### config.mk
export PLATFORM = sky130hd
export DESIGN_NAME = modbus_rtu_response_receiver_unit_flat
export DESIGN_NICKNAME = d
export VERILOG_FILES = /design/src/sv/mrr_pkg.sv /design/src/sv/mrr_req_if.sv /design/src/sv/mrr_rsp_if.sv /design/src/sv/modbus_rtu_response_receiver_unit.sv /design/src/sv/mrr_in_stage.sv /design/src/sv/mrr_frame_tracker.sv /design/src/flat_wrapper.sv
export VERILOG_INCLUDE_DIRS = /design/src /design/src/sv
export SDC_FILE = /design/constraint.sdc
export NUM_CORES = 1
export LEC_CHECK = 0
export ABC_CLOCK_PERIOD_IN_PS = 4100
export BUFFER_PORTS_ARGS = -buffer_cell sky130_fd_sc_hd__buf_4
export CORE_MARGIN = 2
export CORE_UTILIZATION = 64
export DETAILED_ROUTE_END_ITERATION = 16
export GPL_ROUTABILITY_DRIVEN = 0
export PLACE_DENSITY = 0.85
export SYNTH_ARGS = -nofsm -noshare
export SYNTH_HDL_FRONTEND = slang
export SYNTH_SLANG_ARGS = --single-unit
### constraint.sdc
create_clock -name clock -period 4.1 [get_ports clock]
set_input_delay 0.41 -clock clock [delete_from_list [all_inputs] [get_ports clock]]
set_output_delay 0.41 -clock clock [all_outputs]
set_load 0.005 [all_outputs]
### src/sv/assert_macros.svh
// Concurrent assertion helpers; the enclosing module provides clock and reset.
`ifndef ASSERT_MACROS_SVH
`define ASSERT_MACROS_SVH

// Same-cycle implication.
`define ASSERT_IMPLY(label, ante, cons, msg) \
   label: assert property (@(posedge clock) disable iff (reset) (ante) |-> (cons)) \
      else $error(msg);

// Next-cycle implication.
`define ASSERT_NEXT(label, ante, cons, msg) \
   label: assert property (@(posedge clock) disable iff (reset) (ante) |=> (cons)) \
      else $error(msg);

`endif

### src/sv/mrr_pkg.sv
package mrr_pkg;

   localparam logic [8:0]  COUNT_MAX         = 9'd511;
   localparam logic [15:0] CRC_INIT          = 16'hFFFF;
   localparam logic [15:0] CRC_POLY          = 16'hA001;
   localparam logic [8:0]  LEN_EXCEPTION     = 9'd5;
   localparam logic [8:0]  LEN_WRITE         = 9'd8;
   localparam logic [8:0]  LEN_READ_OVERHEAD = 9'd5;
   localparam logic [8:0]  LEN_MAX           = 9'd260;

   localparam logic [8:0]  POS_UNIT_ID       = 9'd1;
   localparam logic [8:0]  POS_FUNC_CODE     = 9'd2;
   localparam logic [8:0]  POS_BYTE_COUNT    = 9'd3;

   localparam logic [7:0]  FC_READ_COILS      = 8'd1;
   localparam logic [7:0]  FC_READ_DISCRETE   = 8'd2;
   localparam logic [7:0]  FC_READ_HOLDING    = 8'd3;
   localparam logic [7:0]  FC_READ_INPUT      = 8'd4;
   localparam logic [7:0]  FC_WRITE_COIL      = 8'd5;
   localparam logic [7:0]  FC_WRITE_REGISTER  = 8'd6;
   localparam logic [7:0]  FC_WRITE_COILS     = 8'd15;
   localparam logic [7:0]  FC_WRITE_REGISTERS = 8'd16;

   typedef struct packed {
      logic [7:0] rx_byte;
      logic       first_byte;
   } req_beat_type;

   typedef struct packed {
      logic [8:0] bytes_seen;
      logic [8:0] expected_length;
      logic       frame_done;
      logic       crc_ok;
      logic [7:0] unit_id;
      logic [7:0] function_code;
      logic       overrun;
   } rsp_beat_type;

   function automatic logic [15:0] crc_take(input logic [15:0] crc, input logic [7:0] b);
      logic [15:0] c;
      c = crc ^ {8'h00, b};
      for (int i = 0; i < 8; i++) begin
         if (c[0]) c = (c >> 1) ^ CRC_POLY;
         else      c = c >> 1;
      end
      return c;
   endfunction

   function automatic logic is_read_code(input logic [7:0] fc);
      return (fc == FC_READ_COILS) || (fc == FC_READ_DISCRETE) ||
             (fc == FC_READ_HOLDING) || (fc == FC_READ_INPUT);
   endfunction

   function automatic logic is_write_code(input logic [7:0] fc);
      return (fc == FC_WRITE_COIL) || (fc == FC_WRITE_REGISTER) ||
             (fc == FC_WRITE_COILS) || (fc == FC_WRITE_REGISTERS);
   endfunction

endpackage

### src/sv/mrr_req_if.sv
interface mrr_req_if;
   import mrr_pkg::*;

   logic         valid;
   logic         ready;
   req_beat_type payload;

   modport source (output valid, output payload, input ready);
   modport sink   (input valid, input payload, output ready);
endinterface

### src/sv/mrr_rsp_if.sv
interface mrr_rsp_if;
   import mrr_pkg::*;

   logic         valid;
   logic         ready;
   rsp_beat_type payload;

   modport source (output valid, output payload, input ready);
   modport sink   (input valid, input payload, output ready);
endinterface

### src/sv/modbus_rtu_response_receiver_unit.sv
// Modbus RTU response receiver: one received byte per beat in, one status beat out per byte.
// A byte is accepted every cycle unless rsp ready stalls; on its way to a result beat it passes
// the input register, then the result register that is written together with the frame state:
// count, CRC-16, unit id, function code, predicted length. The byte-wide CRC update and the
// length check sit in the same stage. req ready follows rsp ready combinationally while both
// registers are full. A beat with first_byte set restarts the frame; after the predicted length
// further bytes flag overrun, and with an unknown length no frame completes.
`include "assert_macros.svh"

module modbus_rtu_response_receiver_unit (
   input  logic      clock,
   input  logic      reset,
   mrr_req_if.sink   req_chan,
   mrr_rsp_if.source rsp_chan
);
   import mrr_pkg::*;

   logic         s1_valid;
   logic         s1_take;
   req_beat_type s1_beat;
   logic         rsp_valid;
   rsp_beat_type rsp_beat;
   logic         req_accept;

   mrr_in_stage u_in_stage (
      .clock    (clock),
      .reset    (reset),
      .req_chan (req_chan),
      .s1_take  (s1_take),
      .s1_valid (s1_valid),
      .s1_beat  (s1_beat)
   );

   mrr_frame_tracker u_tracker (
      .clock    (clock),
      .reset    (reset),
      .s1_valid (s1_valid),
      .s1_beat  (s1_beat),
      .s1_take  (s1_take),
      .rsp_chan (rsp_chan)
   );

   assign rsp_valid  = rsp_chan.valid;
   assign rsp_beat   = rsp_chan.payload;
   assign req_accept = req_chan.valid && req_chan.ready;

   `ASSERT_IMPLY(a_crc_needs_done, rsp_valid && rsp_beat.crc_ok, rsp_beat.frame_done, "crc_ok without frame_done")
   `ASSERT_IMPLY(a_done_not_over, rsp_valid && rsp_beat.frame_done, !rsp_beat.overrun, "frame_done with overrun")
   `ASSERT_IMPLY(a_done_at_length, rsp_valid && rsp_beat.frame_done, (rsp_beat.bytes_seen == rsp_beat.expected_length) && (rsp_beat.expected_length != 9'd0), "frame_done off length")
   `ASSERT_IMPLY(a_length_range, rsp_valid, rsp_beat.expected_length <= LEN_MAX, "expected_length too large")
   `ASSERT_NEXT(a_accept_loads, req_accept, s1_valid, "accepted beat lost")
endmodule

### src/sv/mrr_in_stage.sv
module mrr_in_stage (
   input  logic                  clock,
   input  logic                  reset,
   mrr_req_if.sink               req_chan,
   input  logic                  s1_take,
   output logic                  s1_valid,
   output mrr_pkg::req_beat_type s1_beat
);
   import mrr_pkg::*;

   logic         valid_ff, valid_in;
   req_beat_type beat_ff;
   logic         accept;

   // Holds a beat until the tracker takes it; refills in the same cycle.
   assign req_chan.ready = !valid_ff || s1_take;
   assign accept         = req_chan.valid && req_chan.ready;

   always_comb begin
      valid_in = valid_ff;
      if (accept)       valid_in = 1'b1;
      else if (s1_take) valid_in = 1'b0;
   end

   always_ff @(posedge clock) begin
      if (reset) valid_ff <= 1'b0;
      else       valid_ff <= valid_in;
   end

   always_ff @(posedge clock) begin
      if (accept) beat_ff <= req_chan.payload;
   end

   assign s1_valid = valid_ff;
   assign s1_beat  = beat_ff;
endmodule

### src/sv/mrr_frame_tracker.sv
module mrr_frame_tracker (
   input  logic                  clock,
   input  logic                  reset,
   input  logic                  s1_valid,
   input  mrr_pkg::req_beat_type s1_beat,
   output logic                  s1_take,
   mrr_rsp_if.source             rsp_chan
);
   import mrr_pkg::*;

   logic [8:0]   count_ff, count_in;
   logic [15:0]  crc_ff, crc_in;
   logic [7:0]   uid_ff, uid_in;
   logic [7:0]   fc_ff, fc_in;
   logic [8:0]   plen_ff, plen_in;
   logic         comp_ff, comp_in;
   logic         rsp_valid_ff, rsp_valid_in;
   rsp_beat_type rsp_ff, rsp_in;

   logic [8:0]   cnt_cur;
   logic [15:0]  crc_cur;
   logic [7:0]   uid_cur, fc_cur;
   logic [8:0]   plen_cur;
   logic         comp_cur;
   logic         sat;
   logic         done, over;
   logic [7:0]   b;

   assign s1_take = s1_valid && (!rsp_valid_ff || rsp_chan.ready);
   assign b       = s1_beat.rx_byte;

   always_comb begin
      // a start beat sees the cleared state
      if (s1_beat.first_byte) begin
         cnt_cur  = '0;
         crc_cur  = CRC_INIT;
         uid_cur  = '0;
         fc_cur   = '0;
         plen_cur = '0;
         comp_cur = 1'b0;
      end else begin
         cnt_cur  = count_ff;
         crc_cur  = crc_ff;
         uid_cur  = uid_ff;
         fc_cur   = fc_ff;
         plen_cur = plen_ff;
         comp_cur = comp_ff;
      end

      sat      = (cnt_cur == COUNT_MAX);
      count_in = sat ? cnt_cur : cnt_cur + 9'd1;
      crc_in   = crc_take(crc_cur, b);
      uid_in   = uid_cur;
      fc_in    = fc_cur;
      plen_in  = plen_cur;
      comp_in  = comp_cur;
      done     = 1'b0;
      over     = 1'b0;

      if (comp_cur) begin
         over = 1'b1;
      end else if (!sat) begin
         if (count_in == POS_UNIT_ID) begin
            uid_in = b;
         end else if (count_in == POS_FUNC_CODE) begin
            fc_in = b;
            if (b[7])                plen_in = LEN_EXCEPTION;
            else if (is_write_code(b)) plen_in = LEN_WRITE;
            else                     plen_in = '0;
         end else if (count_in == POS_BYTE_COUNT && !fc_cur[7] && is_read_code(fc_cur)) begin
            plen_in = LEN_READ_OVERHEAD + {1'b0, b};
         end
         if (plen_in != '0 && count_in == plen_in) begin
            done    = 1'b1;
            comp_in = 1'b1;
         end
      end

      rsp_in.bytes_seen      = count_in;
      rsp_in.expected_length = plen_in;
      rsp_in.frame_done      = done;
      rsp_in.crc_ok          = done && (crc_in == 16'h0000);
      rsp_in.unit_id         = uid_in;
      rsp_in.function_code   = fc_in;
      rsp_in.overrun         = over;

      rsp_valid_in = rsp_valid_ff;
      if (s1_take)             rsp_valid_in = 1'b1;
      else if (rsp_chan.ready) rsp_valid_in = 1'b0;
   end

   always_ff @(posedge clock) begin
      if (reset) begin
         count_ff     <= '0;
         crc_ff       <= CRC_INIT;
         uid_ff       <= '0;
         fc_ff        <= '0;
         plen_ff      <= '0;
         comp_ff      <= 1'b0;
         rsp_valid_ff <= 1'b0;
      end else begin
         rsp_valid_ff <= rsp_valid_in;
         if (s1_take) begin
            count_ff <= count_in;
            crc_ff   <= crc_in;
            uid_ff   <= uid_in;
            fc_ff    <= fc_in;
            plen_ff  <= plen_in;
            comp_ff  <= comp_in;
         end
      end
   end

   always_ff @(posedge clock) begin
      if (s1_take) rsp_ff <= rsp_in;
   end

   assign rsp_chan.valid   = rsp_valid_ff;
   assign rsp_chan.payload = rsp_ff;
endmodule
### src/flat_wrapper.sv
// flat-port wrapper written by rule: the top's interface ports become plain ports
module modbus_rtu_response_receiver_unit_flat import mrr_pkg::*;
  (clock, reset, req_chan_valid, req_chan_payload, req_chan_ready, rsp_chan_valid, rsp_chan_payload, rsp_chan_ready);
  mrr_req_if req_chan_i ();
  mrr_rsp_if rsp_chan_i ();
  input  logic clock;
  input  logic reset;
  input wire logic [$bits(req_chan_i.valid)-1:0] req_chan_valid;
  input wire logic [$bits(req_chan_i.payload)-1:0] req_chan_payload;
  output wire logic [$bits(req_chan_i.ready)-1:0] req_chan_ready;
  output wire logic [$bits(rsp_chan_i.valid)-1:0] rsp_chan_valid;
  output wire logic [$bits(rsp_chan_i.payload)-1:0] rsp_chan_payload;
  input wire logic [$bits(rsp_chan_i.ready)-1:0] rsp_chan_ready;
  assign req_chan_i.valid = req_chan_valid;
  assign req_chan_i.payload = req_chan_payload;
  assign req_chan_ready = req_chan_i.ready;
  assign rsp_chan_valid = rsp_chan_i.valid;
  assign rsp_chan_payload = rsp_chan_i.payload;
  assign rsp_chan_i.ready = rsp_chan_ready;
  modbus_rtu_response_receiver_unit u_core (.clock(clock), .reset(reset), .req_chan(req_chan_i), .rsp_chan(rsp_chan_i));
endmodule
-- After elaboration in Yosys (flattened, before gate mapping)
Cells that the tools add are included.
- add/sub/neg operators: 2
- eq/ne operators: 13
- multiplexer cells: 40
- bitwise logic cells: 9
- reduce and logical (&&, ||, !) cells: 21
- operators by type and width (cell ; count):
    two-way mux 16 bit ; 9
    two-way mux 9 bit ; 10
    two-way mux 8 bit ; 9
    == test 8 x 3 -> 1 bit (second input constant) ; 3
    inverter 2 -> 3 bit ; 8
    == test 9 x 2 -> 1 bit (second input constant) ; 2
    == test 8 x 2 -> 1 bit (second input constant) ; 2
    logical NOT 16 bit ; 1
    bitwise XOR 16 x 8 -> 16 bit ; 1
    two-way mux 1 bit ; 10
    adder 3 x 8 -> 9 bit (first input constant) ; 1
    adder 9 x 1 -> 9 bit (second input constant) ; 1
    == test 9 x 1 -> 1 bit (second input constant) ; 1
    == test 9 bit ; 1
    == test 9 bit (second input constant) ; 1
    nonzero test 9 bit ; 1
    == test 8 x 1 -> 1 bit (second input constant) ; 1
    == test 8 x 4 -> 1 bit (second input constant) ; 1
    == test 8 x 5 -> 1 bit (second input constant) ; 1
    logical OR 1 bit ; 8
    two-way mux 4 bit ; 2
    logical AND 1 bit ; 6
    nonzero test 2 bit ; 2
    logical NOT 1 bit ; 3
- bits in registers: 99
- input port bits: 13

-- Depth between registers and ports, before layout
Gate-level depths: netlist of run 1.
- depth in word-level cells: 20
- gate-level depth with buffers: 12
- gate-level depth less buffers: 11

-- Cells and area by module
A second synthesis of run 1 with hierarchy kept.
- cell total of the unflattened synthesis: 576
- area total of the unflattened synthesis: 5290.1 um^2
- by module, submodules not included (module ; times used ; cells an instance ; area an instance (um^2) ; sequential area each (um^2)):
    mrr_frame_tracker ; 1 ; 562 ; 4964.8 ; 2152.1
    mrr_in_stage ; 1 ; 14 ; 325.3 ; 290.3

-- Worst setup path before layout of run 1
OpenSTA, ideal clock, no wires.
- kind: register -> register
- start: reg u_core.u_tracker.count_ff[2]
- end: reg u_core.u_tracker.comp_ff
- arrival time: 2.502 ns
- slack: 1.503 ns
- stages on the path, launching flop included: 10
- path buffers: 1
- clock period less this slack: 2.597 ns
- path through: dfxtp_1 buf_2 nand4_4 or4_1 a31oi_4 o211ai_2 or3b_4 a2111oi_4 nand4_1 o41ai_2
- longest elaborated chain between the ends: 16
- elaborated cells on any way between the ends: 20
- those cells by class: add/sub: 1; eq/ne: 5; mux: 10; reduce/logical: 4
- RTL lines (what ; RTL line ; RTL):
    start: declaration ; mrr_frame_tracker.sv:11 ; logic [8:0] count_ff, count_in;
    start signal: assignment ; mrr_frame_tracker.sv:104 ; count_ff <= count_in;
    two-way mux 9 bit (*) ; mrr_frame_tracker.sv:34 ; if (s1_beat.first_byte) begin
    adder 9 x 1 -> 9 bit / == test 9 bit (equally long branches) ; mrr_frame_tracker.sv:51, mrr_frame_tracker.sv:50 ;
    two-way mux 9 bit ; mrr_frame_tracker.sv:51 ; count_in = sat ? cnt_cur : cnt_cur + 9'd1;
    == test 9 x 2 -> 1 bit ; mrr_frame_tracker.sv:70 ; end else if (count_in == POS_BYTE_COUNT && !fc_cur[7] && is_read_code(fc_cur)) begin
    logical AND 1 bit (2 in series) ; mrr_frame_tracker.sv:70 ;
    two-way mux 9 bit ; mrr_frame_tracker.sv:70 ;
    two-way mux 9 bit ; mrr_frame_tracker.sv:65 ; end else if (count_in == POS_FUNC_CODE) begin
    two-way mux 9 bit ; mrr_frame_tracker.sv:63 ; if (count_in == POS_UNIT_ID) begin
    two-way mux 9 bit ; mrr_frame_tracker.sv:62 ; end else if (!sat) begin
    two-way mux 9 bit ; mrr_frame_tracker.sv:60 ; if (comp_cur) begin
    == test 9 bit / nonzero test 9 bit (equally long branches) ; mrr_frame_tracker.sv:73 ; if (plen_in != '0 && count_in == plen_in) begin
    logical AND 1 bit ; mrr_frame_tracker.sv:73 ;
    two-way mux 1 bit ; mrr_frame_tracker.sv:73 ;
    two-way mux 1 bit (*) ; mrr_frame_tracker.sv:62 ;
    two-way mux 1 bit (*) ; mrr_frame_tracker.sv:60 ;
    end signal: assignment ; mrr_frame_tracker.sv:109 ; comp_ff <= comp_in;
    end: declaration ; mrr_frame_tracker.sv:16 ; logic comp_ff, comp_in;
Every way passes the cells marked *; elsewhere a longest branch is shown, timed or not. The select of a mux whose other input is x is not followed.
A chain may end at the register's enable or synchronous reset.

==> results.sh, run 1 <==
export IMPL_drt_iter0_drc=504
export IMPL_n_antenna_cell=0
export IMPL_via_per_inst=6.560
export IMPL_grt_overflow_total=0
export IMPL_cp_arrival_ps=3320
export IMPL_postCtsHoldBufs=0
export IMPL_stdcell_count=714
export IMPL_start_kind="flop"
export IMPL_cp_slowest_cell="dfxtp_1"
export IMPL_post_route_cells_drive_above_1_share=0.1544
export IMPL_ys_ff_latch=99
export IMPL_ir_worst_vdd_v=0.0002493
export IMPL_finalWirelength_um=13100
export IMPL_detail_route_antenna_nets=0
export IMPL_dp_final_hpwl_um=8868
export IMPL_setup_violations_final=0
export IMPL_yosysWarnings=0
export IMPL_antenna_found_initial=0
export IMPL_cts_sinks=99
export IMPL_syn_num_nets=599
export IMPL_rsz0062_at_grt="false"
export IMPL_min_from="req_chan_payload[3]"
export IMPL_whs_path_depth=1
export IMPL_finalCriticalPeriod_ps=3135
export IMPL_final_max_slew_viol_count=0
export IMPL_use_met1=0.3649
export IMPL_path_class="reg2reg"
export IMPL_worst_r2r_cell_count=8
export IMPL_dpl_worst_slack_ps=1106
export IMPL_die_area_um2=9080
export IMPL_grt_max_degree=58
export IMPL_fin_setup_tns_ps=0
export IMPL_timing_fmax_mhz=319.0
export IMPL_max_cap_violations=0
export IMPL_path_depth=8
export IMPL_cts_root_buf="clkbuf_8"
export IMPL_finClkSkew_ps=15.69
export IMPL_r2r_slack_ps=970
export IMPL_r2r_start="u_core.u_tracker.count_ff[1]$_SDFFE_PP0P_"
export IMPL_die_x_um=95.29
export IMPL_cts_tree="built"
export IMPL_clock_latency_ps=370
export IMPL_place_inst=698
export IMPL_power_leakage_nw=2.136
export IMPL_crit_chain="and4_2 > nand4_1 > a2111o_1 > o21ai_0 > nor3_1 > a2111oi_0 > nand3_1 > nor4_1"
export IMPL_status="finished clean"
export IMPL_synthFlopType="dfxtp_1"
export IMPL_cts_setup_buffers=0
export IMPL_crit_family="simple AND/OR/NAND/NOR gates"
export IMPL_cp_end_kind="flop"
export IMPL_hp_class="in2reg"
export IMPL_powerDensity_nw_per_um2=347.3
export IMPL_hold_violations=0
export IMPL_cts_repair_resize_count=0
export IMPL_synth_area_um2=5334
export IMPL_cts_buffers_inserted=9
export IMPL_grt_pass1_wl_um=20700
export IMPL_synth_seq_area_share=0.4579
export IMPL_met2_usage=0.4812
export IMPL_syn_inst=581
export IMPL_worst_pin_slew_ps=1025
export IMPL_cp_max_fo=11
export IMPL_vias=4684
export IMPL_die_h_um=95.29
export IMPL_slowest_delay_ps=590
export IMPL_ctsLongestPathBuffers=2
export IMPL_ios=52
export IMPL_start_util=0.6557
export IMPL_crit_path_start="u_core.u_tracker.count_ff[1]$_SDFFE_PP0P_"
export IMPL_layout_commonest_cell="nand2_1"
export IMPL_grtUsageMet3=0.06957
export IMPL_rows=33
export IMPL_synthToLayoutAreaGrowth_pct=9.641
export IMPL_async_reset_ff_frac=0
export IMPL_slew_limit_headroom=0.3157
export IMPL_crit_required_ps=4290
export IMPL_grt_busiest_layer="met2"
export IMPL_setup_ws_ps=965.2
export IMPL_nets=622
export IMPL_synth_distinct_cells=76
export IMPL_groute_usage_overall=0.2954
export IMPL_grt_pass1_vias=4289
export IMPL_dr_pass1_iters=7
export IMPL_wire_per_inst_um=18.35
export IMPL_layout_common_cells="nand2_1, nor2_1, buf_4"
export IMPL_synth_edf_count=46
export IMPL_port_buffers=51
export IMPL_period_share=0.7646
export IMPL_htreeDepth=3
export IMPL_synth_area_per_cell_um2=9.180
export IMPL_fin_util=0.7190
export IMPL_clk_pin_slew_ps=100
export IMPL_core_um2=8134
export IMPL_path_buf_inv=0
export IMPL_route_detailed_drc=0
cell type report:
class	count	area (um2)
multi-input cells	425	2631
inverters	14	52.55
clock inverters	6	50.05
clock buffers	10	127.6
fillers	628	2286
flip-flops and latches	99	2442
repair buffers	55	412.9
well taps	105	131.4
through the flow:
stage / area, um2 / total power, mW / hold WS [ps]
floorplan: 5334 / 1.369 / 431.8
global placement: 5670 / 1.452 / 438.6
detailed placement: 5670 / 1.462 / 447.2
CTS: 5848 / 2.028 / 209.2
global route: 5848 / 2.111 / 206.2
finish: 5848 / 2.031 / 216.4
report_power, final:
part / switching [mW] / internal, mW / total, mW
clock: 0.353 / 0.229 / 0.581
sequential: 0.0461 / 1.08 / 1.13
combinational: 0.184 / 0.137 / 0.321
total: 0.583 / 1.45 / 2.03
final timing paths:
| path | end |
|---|---|
| setup / recovery | u_core.u_tracker.rsp_chan.payload[17]$_DFFE_PP_ |
| hold / removal | u_core.u_in_stage.s1_beat[3]$_DFFE_PP_ |
| setup reg to reg | u_core.u_tracker.rsp_chan.payload[17]$_DFFE_PP_ |
| hold reg to reg | u_core.u_tracker.uid_ff[2]$_SDFFE_PP0P_ |
registers in the layout (all words and copies together) (netlist names):
| name | cells |
|---|---|
| u_core.u_tracker.plen_ff | 9 |
| u_core.u_tracker.crc_ff | 16 |
| u_core.u_tracker.comp_ff | 1 |
| u_core.u_tracker.rsp_chan.valid | 1 |
| u_core.u_tracker.uid_ff | 8 |
| u_core.u_tracker.count_ff | 9 |
| u_core.u_tracker.fc_ff | 8 |
| u_core.u_in_stage.s1_beat | 9 |
| u_core.u_in_stage.s1_valid | 1 |
| u_core.u_tracker.rsp_chan.payload | 37 |
cells in the mapped netlist (all sizes together) (8+ instances only):
library cell  count  area share
a21oi            52       0.049
a22o              9       0.015
o21ai            18       0.017
nand2            74       0.052
buf              15       0.018
nor3             22       0.021
clkbuf           28       0.022
dfxtp            53        0.20
edfxtp           46        0.26
xnor2            33       0.054
nand3            11       0.010
nand3b            9       0.013
nand4            10       0.015
nor2             67       0.047
inv              13      0.0091
xor2              8       0.013
mux2              9       0.019
cell families after synthesis:
kind of cell,Yosys count,synth area share
and+or+nand+nor,231,0.2078
DFF,99,0.4579
adders and majority gates,5,0.01173
buffers and inverters,57,0.04926
muxes,9,0.01900
AOI/OAI and AO/OA,139,0.1870
xor gates and xnor gates,41,0.06732
metal layers:
layer / vias up / share of wire / routed length [um]
met5: - / 0 / 0
met4: 0 / 0.047 / 610
met3: 74 / 0.086 / 1123
met2: 305 / 0.48 / 6281
met1: 2176 / 0.39 / 5089
li1: 2129 / - / -
Note: power is estimated with default switching activity, not from simulation.
==> run 2: changes to the inputs <==
ABC_AREA = 1   (was default)
ABC_CLOCK_PERIOD_IN_PS = 3300   (was 4100)
CORE_UTILIZATION = 59   (was 64)
PLACE_DENSITY = 0.8   (was 0.85)
clock period = 3.3 ns   (was 4.1 ns; I/O delays follow)
==> results.sh, run 2 <==
export IMPL_core_um2=8299
export IMPL_wire_per_inst_um=15.36
export IMPL_layout_common_cells="nand2_1, o21ai_0, inv_1"
export IMPL_dpl_worst_slack_ps=225.7
export IMPL_clock_latency_ps=370
export IMPL_port_buffers=51
export IMPL_cts_root_buf="clkbuf_8"
export IMPL_drt_iter0_drc=335
export IMPL_synth_top_family_by_area="simple AND/OR/NAND/NOR gates"
export IMPL_cp_end_kind="flop"
export IMPL_max_cap_violations=0
export IMPL_n_fill_cell=660
export IMPL_synth_compound_area_share=0.1353
export IMPL_hold_violations=0
export IMPL_clk_pin_slew_ps=100
export IMPL_syn_num_nets=652
export IMPL_cts_tree="built"
export IMPL_fin_setup_tns_ps=0
export IMPL_largest_reg_flops=37
export IMPL_n_antenna_cell=0
export IMPL_status="finished clean"
export IMPL_layout_commonest_cell="nand2_1"
export IMPL_r2r_end="u_core.u_tracker.rsp_chan.payload[17]$_DFFE_PP_"
export IMPL_grt_pass1_vias=4272
export IMPL_timing_fmax_mhz=322.3
export IMPL_synth_area_top_cells="edfxtp_1, dfxtp_1, o21ai_0"
export IMPL_die_area_um2=9366
export IMPL_grt_pass1_wl_um=20020
export IMPL_report_power_total_mw=2.625
export IMPL_synth_top_cells_by_count="nand2_1, o21ai_0, inv_1"
export IMPL_power_leakage_nw=2.606
export IMPL_slew_limit_headroom=0.4517
export IMPL_die_x_um=96.78
export IMPL_synth_area_um2=5079
export IMPL_path_class="reg2reg"
export IMPL_setup_ws_ps=197.3
export IMPL_post_route_cells_drive_above_1_share=0.1557
export IMPL_yosysMostFrequentCell="nand2_1"
export IMPL_vias=4461
export IMPL_synthFlopType="dfxtp_1"
export IMPL_async_reset_ff_frac=0
export IMPL_synth_simple_gate_area_frac=0.2340
export IMPL_period_share=0.9402
export IMPL_worst_r2r_cell_count=12
export IMPL_crit_required_ps=3520
export IMPL_r2r_start="u_core.u_in_stage.s1_beat[0]$_DFFE_PP_"
export IMPL_htreeDepth=3
export IMPL_muxShareOfSynthArea=0
export IMPL_crit_path_start="u_core.u_in_stage.s1_beat[0]$_DFFE_PP_"
export IMPL_route_detailed_drc=0
export IMPL_grt_max_degree=67
export IMPL_setup_violations_final=0
export IMPL_dr_pass1_iters=5
export IMPL_cp_max_fo=19
export IMPL_r2r_slack_ps=200
export IMPL_hp_class="in2reg"
export IMPL_synth_area_per_cell_um2=8.010
export IMPL_ios=52
export IMPL_detail_route_antenna_nets=0
export IMPL_antenna_found_initial=0
export IMPL_cts_buffers_inserted=9
export IMPL_via_per_inst=5.676
export IMPL_cts_sinks=99
export IMPL_ys_ff_latch=99
export IMPL_yosysWarnings=0
export IMPL_crit_end="u_core.u_tracker.rsp_chan.payload[17]$_DFFE_PP_"
export IMPL_dp_final_hpwl_um=8359
export IMPL_synthAdderAreaFrac=0.01232
export IMPL_start_kind="flop"
export IMPL_groute_usage_overall=0.2591
export IMPL_grt_overflow_total=0
export IMPL_syn_inst=634
export IMPL_powerDensity_nw_per_um2=458.6
export IMPL_synth_area_leader_cell="edfxtp_1"
export IMPL_ir_worst_vdd_v=0.0002875
export IMPL_synthToLayoutAreaGrowth_pct=12.71
export IMPL_postCtsHoldBufs=0
export IMPL_synthXorXnorAreaFrac=0.05001
export IMPL_rows=33
export IMPL_synth_seq_area_share=0.4809
export IMPL_finalWirelength_um=12080
export IMPL_final_max_slew_viol_count=0
export IMPL_start_util=0.6119
export IMPL_cp_arrival_ps=3320
export IMPL_ctsLongestPathBuffers=2
export IMPL_finalCriticalPeriod_ps=3103
export IMPL_nets=694
export IMPL_die_h_um=96.78
export IMPL_synth_distinct_cells=33
export IMPL_synth_edf_count=46
export IMPL_rsz0062_at_grt="false"
export IMPL_worst_pin_slew_ps=821.3
export IMPL_finClkSkew_ps=13.06
export IMPL_yosysTopAreaCellShare=0.2720
==> run 2: repair_timing <==
action / in CTS / in global routing
setup endpoints to repair: 0 / 17
resized for setup: 0 / 2
buffers inserted: 0 / 2
hold endpoints to repair: 0 / 0
==> run 2: where the power goes <==
part           internal, mW  leakage, nW  total (mW)  switching [mW]
registers              1.37        0.878        1.43          0.0504
logic                 0.183         1.64       0.480           0.297
clock network         0.284       0.0868       0.720           0.436
==> run 2: metal layers <==
metal | global-route usage | share of wire | vias up
met4 | 0.1051 | 0.023 | 0
met3 | 0.04118 | 0.066 | 32
met1 | 0.3313 | 0.42 | 2055
li1 | - | - | 2168
met5 | 0 | 0 | -
met2 | 0.4396 | 0.49 | 206
==> run 2: worst min-delay path by stage <==
stage               slack, ps  cells past startpoint                                    start                                 endpoint
detailed placement        450                      2  u_core.u_tracker.crc_ff[4]$_SDFFE_PP1P_  u_core.u_tracker.crc_ff[4]$_SDFFE_PP1P_
global route              110                      1                      req_chan_payload[4]   u_core.u_in_stage.s1_beat[4]$_DFFE_PP_
floorplan                 430                      0                      req_chan_payload[0]   u_core.u_in_stage.s1_beat[0]$_DFFE_PP_
CTS                       120                      1                      req_chan_payload[4]   u_core.u_in_stage.s1_beat[4]$_DFFE_PP_
global placement          440                      2  u_core.u_tracker.crc_ff[3]$_SDFFE_PP1P_  u_core.u_tracker.crc_ff[3]$_SDFFE_PP1P_
finish                    130                      1                      req_chan_payload[4]   u_core.u_in_stage.s1_beat[4]$_DFFE_PP_
==> run 2: cell families (layout without fill, tap and decap cells) <==
group | count (synthesis) | in the layout
compound gates | 134 | 134
flops | 99 | 99
xor+xnor | 29 | 29
buf+inv | 113 | 159
fa+ha+maj | 5 | 5
simple gates | 254 | 255
==> run 2: critical path: stages (launching register included) <==
cell      delay [ps]
edfxtp_1         440
buf_4            230
buf_4            210
nor2_1           130
xor2_1           340
xnor2_1          190
xnor2_1          230
xnor2_1          170
ha_1             290
xnor2_1          160
nor4_1           280
nand3b_1         130
nor3_2           160
==> run 2: area by class of cell <==
cell class                      instances  area, um2  share of cell area
Sequential cell                        99       2442              0.4267
Multi-Input combinational cell        423       2206              0.3854
Timing Repair Buffer                   61      457.9             0.08000
Inverter                               82      310.3             0.05421
Tap cell                              105      131.4             0.02295
Clock buffer                           10      127.6             0.02230
Clock inverter                          6      48.80            0.008525
==> run 2: through the flow <==
step	util	cell area [um2]	hold WS (ps)	instances
after floorplan	-	5079	428.9	634
after global placement	0.6650	5519	443.7	767
after detailed placement	0.6650	5519	450.0	767
after CTS	0.6863	5695	119.6	783
after global routing	0.6897	5724	113.6	786
final	0.6897	5724	128.1	786
==> run 3: changes to the inputs <==
HOLD_SLACK_MARGIN = 0.15   (was default)
SKIP_LAST_GASP = 1   (was default)
SYNTH_HIERARCHICAL = 1   (was default)
==> results.sh, run 3 <==
export IMPL_post_route_cells_drive_above_1_share=0.1751
export IMPL_rows=34
export IMPL_via_per_inst=5.697
export IMPL_max_cap_violations=0
export IMPL_cts_tree="built"
export IMPL_layout_common_cells="nand2_1, nor2_1, inv_1"
export IMPL_detail_route_antenna_nets=0
export IMPL_drt_iter0_drc=376
export IMPL_ir_worst_vdd_v=0.0003486
export IMPL_synth_top_cells_by_count="nand2_1, nor2_1, inv_1"
export IMPL_port_buffers=51
export IMPL_yosysWarnings=6
export IMPL_min_from="req_chan_valid"
export IMPL_synthToLayoutAreaGrowth_pct=18.11
export IMPL_r2r_start="u_core/u_in_stage/s1_beat[0]$_DFFE_PP_"
export IMPL_wire_per_inst_um=15.31
export IMPL_ctsLongestPathBuffers=2
export IMPL_worst_pin_slew_ps=956.3
export IMPL_timing_fmax_mhz=303.5
export IMPL_start_util=0.6017
export IMPL_grt_overflow_total=0
export IMPL_path_class="reg2reg"
export IMPL_cts_root_buf="clkbuf_8"
export IMPL_core_um2=8636
export IMPL_dr_pass1_iters=5
export IMPL_hp_class="in2reg"
export IMPL_finClkSkew_ps=16.93
export IMPL_clk_pin_slew_ps=100
export IMPL_fin_setup_tns_ps=0
export IMPL_route_detailed_drc=0
export IMPL_status="finished clean"
export IMPL_synth_area_um2=5196
export IMPL_powerDensity_nw_per_um2=469.5
export IMPL_hold_violations=0
export IMPL_stdcell_count=839
export IMPL_synth_area_leader_cell="edfxtp_1"
export IMPL_vias=4780
export IMPL_hold_path_end="u_core/u_in_stage/s1_valid$_SDFFE_PP0P_"
export IMPL_place_inst=803
export IMPL_crit_family="XOR/XNOR gates"
export IMPL_grt_pass1_vias=4391
export IMPL_worst_r2r_cell_count=15
export IMPL_synthFlopType="dfxtp_1"
export IMPL_synth_seq_area_share=0.4700
export IMPL_crit_top_cell="xor2_1"
export IMPL_syn_inst=663
export IMPL_slew_limit_headroom=0.3625
export IMPL_n_antenna_cell=0
export IMPL_cts_sinks=99
export IMPL_slowest_delay_ps=450
export IMPL_n_fill_cell=630
export IMPL_grt_max_degree=87
export IMPL_ios=52
export IMPL_placed_cell_area_um2=5655
export IMPL_cp_end_kind="flop"
export IMPL_grt_pass1_wl_um=20270
export IMPL_die_area_um2=9574
export IMPL_period_share=0.9984
export IMPL_synth_area_top_cells="edfxtp_1, dfxtp_1, nand2_1"
export IMPL_largest_reg_flops=37
export IMPL_whs_path_depth=3
export IMPL_path_buf_inv=2
export IMPL_cts_buffers_inserted=9
export IMPL_htreeDepth=3
export IMPL_crit_required_ps=3510
export IMPL_groute_usage_overall=0.2609
export IMPL_die_h_um=97.85
export IMPL_cp_slowest_cell="edfxtp_1"
export IMPL_ys_ff_latch=99
export IMPL_die_x_um=97.85
export IMPL_cp_arrival_ps=3500
export IMPL_clock_latency_ps=360
export IMPL_r2r_end="u_core/u_tracker/rsp_chan.payload[17]$_DFFE_PP_"
export IMPL_yosysTopAreaCellShare=0.2658
export IMPL_synth_edf_count=46
export IMPL_antenna_found_initial=0
export IMPL_crit_chain="buf_4 > nor2_4 > xor2_2 > xnor2_2 > xnor2_1 > xor2_1 > xor2_1 > xnor2_1 > xor2_1 > inv_1 > ha_4 > xnor2_2 > nor4_2 > nand3b_1 > nor3_2"
export IMPL_start_kind="flop"
export IMPL_synth_area_per_cell_um2=7.837
export IMPL_syn_num_nets=681
export IMPL_synth_distinct_cells=34
export IMPL_layout_commonest_cell="nand2_1"
export IMPL_cp_max_fo=4
export IMPL_finalCriticalPeriod_ps=3295
export IMPL_power_leakage_nw=2.876
export IMPL_final_max_slew_viol_count=0
export IMPL_r2r_slack_ps=5
export IMPL_setup_violations_final=0
export IMPL_finalWirelength_um=12840
export IMPL_nets=744
export IMPL_async_reset_ff_frac=0
export IMPL_final_area_um2=6137
export IMPL_dp_final_hpwl_um=8323
export IMPL_yosysMostFrequentCell="nand2_1"
## run 3: changes by cell type after synthesis, sizes merged, moves of 4 or more
cell / change
a21oi: -5
nand2: +13
nand3: +11
nand4: -4
nor2: +19
o21ai: -5
## run 3: power by group
group	total, mW	leakage [nW]	internal, mW	switching (mW)
combinational	0.703	1.92	0.289	0.414
clock	0.718	0.0829	0.283	0.435
sequential	1.46	0.876	1.40	0.0619
total	2.88	2.88	1.97	0.910
## run 3: layer usage
layer | track usage | wire length (um) | vias to the layer above
met1 | 0.3217 | 5086 | 2176
met4 | 0.1271 | 509 | 0
li1 | - | - | 2292
met3 | 0.04581 | 1014 | 57
met5 | 0 | 0 | -
met2 | 0.4431 | 6230 | 255
## run 3: tightest hold or removal path, cell delays in order
cell and delay (ps):
buf_4 80, inv_1 50, a21oi_2 120
## run 3: area by class of cell
cell class | instances | area [um2] | area share
flip-flops and latches | 99 | 2442 | 0.3980
multi-input cells | 448 | 2380 | 0.3878
repair buffers | 83 | 680.7 | 0.1109
inverters | 85 | 324.1 | 0.05280
well taps | 108 | 135.1 | 0.02202
clock buffers | 10 | 127.6 | 0.02080
clock inverters | 6 | 47.55 | 0.007747
## run 3: kinds of logic (layout without fill, tap and decap cells)
family	count (synthesis)	count (layout)	share of synthesized area
adders and majority gates	5	5	0.01204
and+or+nand+nor	292	292	0.2576
xor gates and xnor gates	28	28	0.04720
buffers and inverters	116	184	0.09006
DFF	99	99	0.4700
AOI/OAI and AO/OA	123	123	0.1230
## run 3: worst max-delay path by stage
stage	to	depth (start not counted)	slack [ps]	from
after floorplan	u_core/u_tracker/rsp_chan.payload[17]$_DFFE_PP_	15	140	u_core/u_in_stage/s1_beat[0]$_DFFE_PP_
after global placement	u_core/u_tracker/rsp_chan.payload[17]$_DFFE_PP_	19	150	u_core/u_in_stage/s1_beat[0]$_DFFE_PP_
after detailed placement	u_core/u_tracker/rsp_chan.payload[17]$_DFFE_PP_	19	30	u_core/u_in_stage/s1_beat[0]$_DFFE_PP_
after CTS	u_core/u_tracker/rsp_chan.payload[17]$_DFFE_PP_	13	10	u_core/u_in_stage/s1_beat[0]$_DFFE_PP_
after global routing	u_core/u_tracker/rsp_chan.payload[17]$_DFFE_PP_	15	-90	u_core/u_in_stage/s1_beat[0]$_DFFE_PP_
final	u_core/u_tracker/rsp_chan.payload[17]$_DFFE_PP_	15	5	u_core/u_in_stage/s1_beat[0]$_DFFE_PP_
## run 3: what timing repair did
item                                    in CTS  in global routing
hold buffers                                 9                  0
hold endpoints to repair                     9                  0
endpoints found under the setup margin       1                 22
gates cloned                                 0                  1
pin swaps                                    1                 11
buffers inserted                             2                  8
gates resized for setup                      1                 25
## run 3: per-stage QoR
step / hold slack, ps / utilization / setup slack [ps] / total power [mW]
5_1_grt: 252.0 / 0.7107 / -88.68 / 3.014
4_1_cts: 227.8 / 0.6878 / 12.17 / 2.783
2_1_floorplan: 392.4 / - / 137.7 / 1.889
3_3_place_gp: 447.1 / 0.6549 / 154.1 / 2.040
3_5_place_dp: 449.8 / 0.6549 / 25.65 / 2.068
6_report: 245.4 / 0.7107 / 5.313 / 2.881
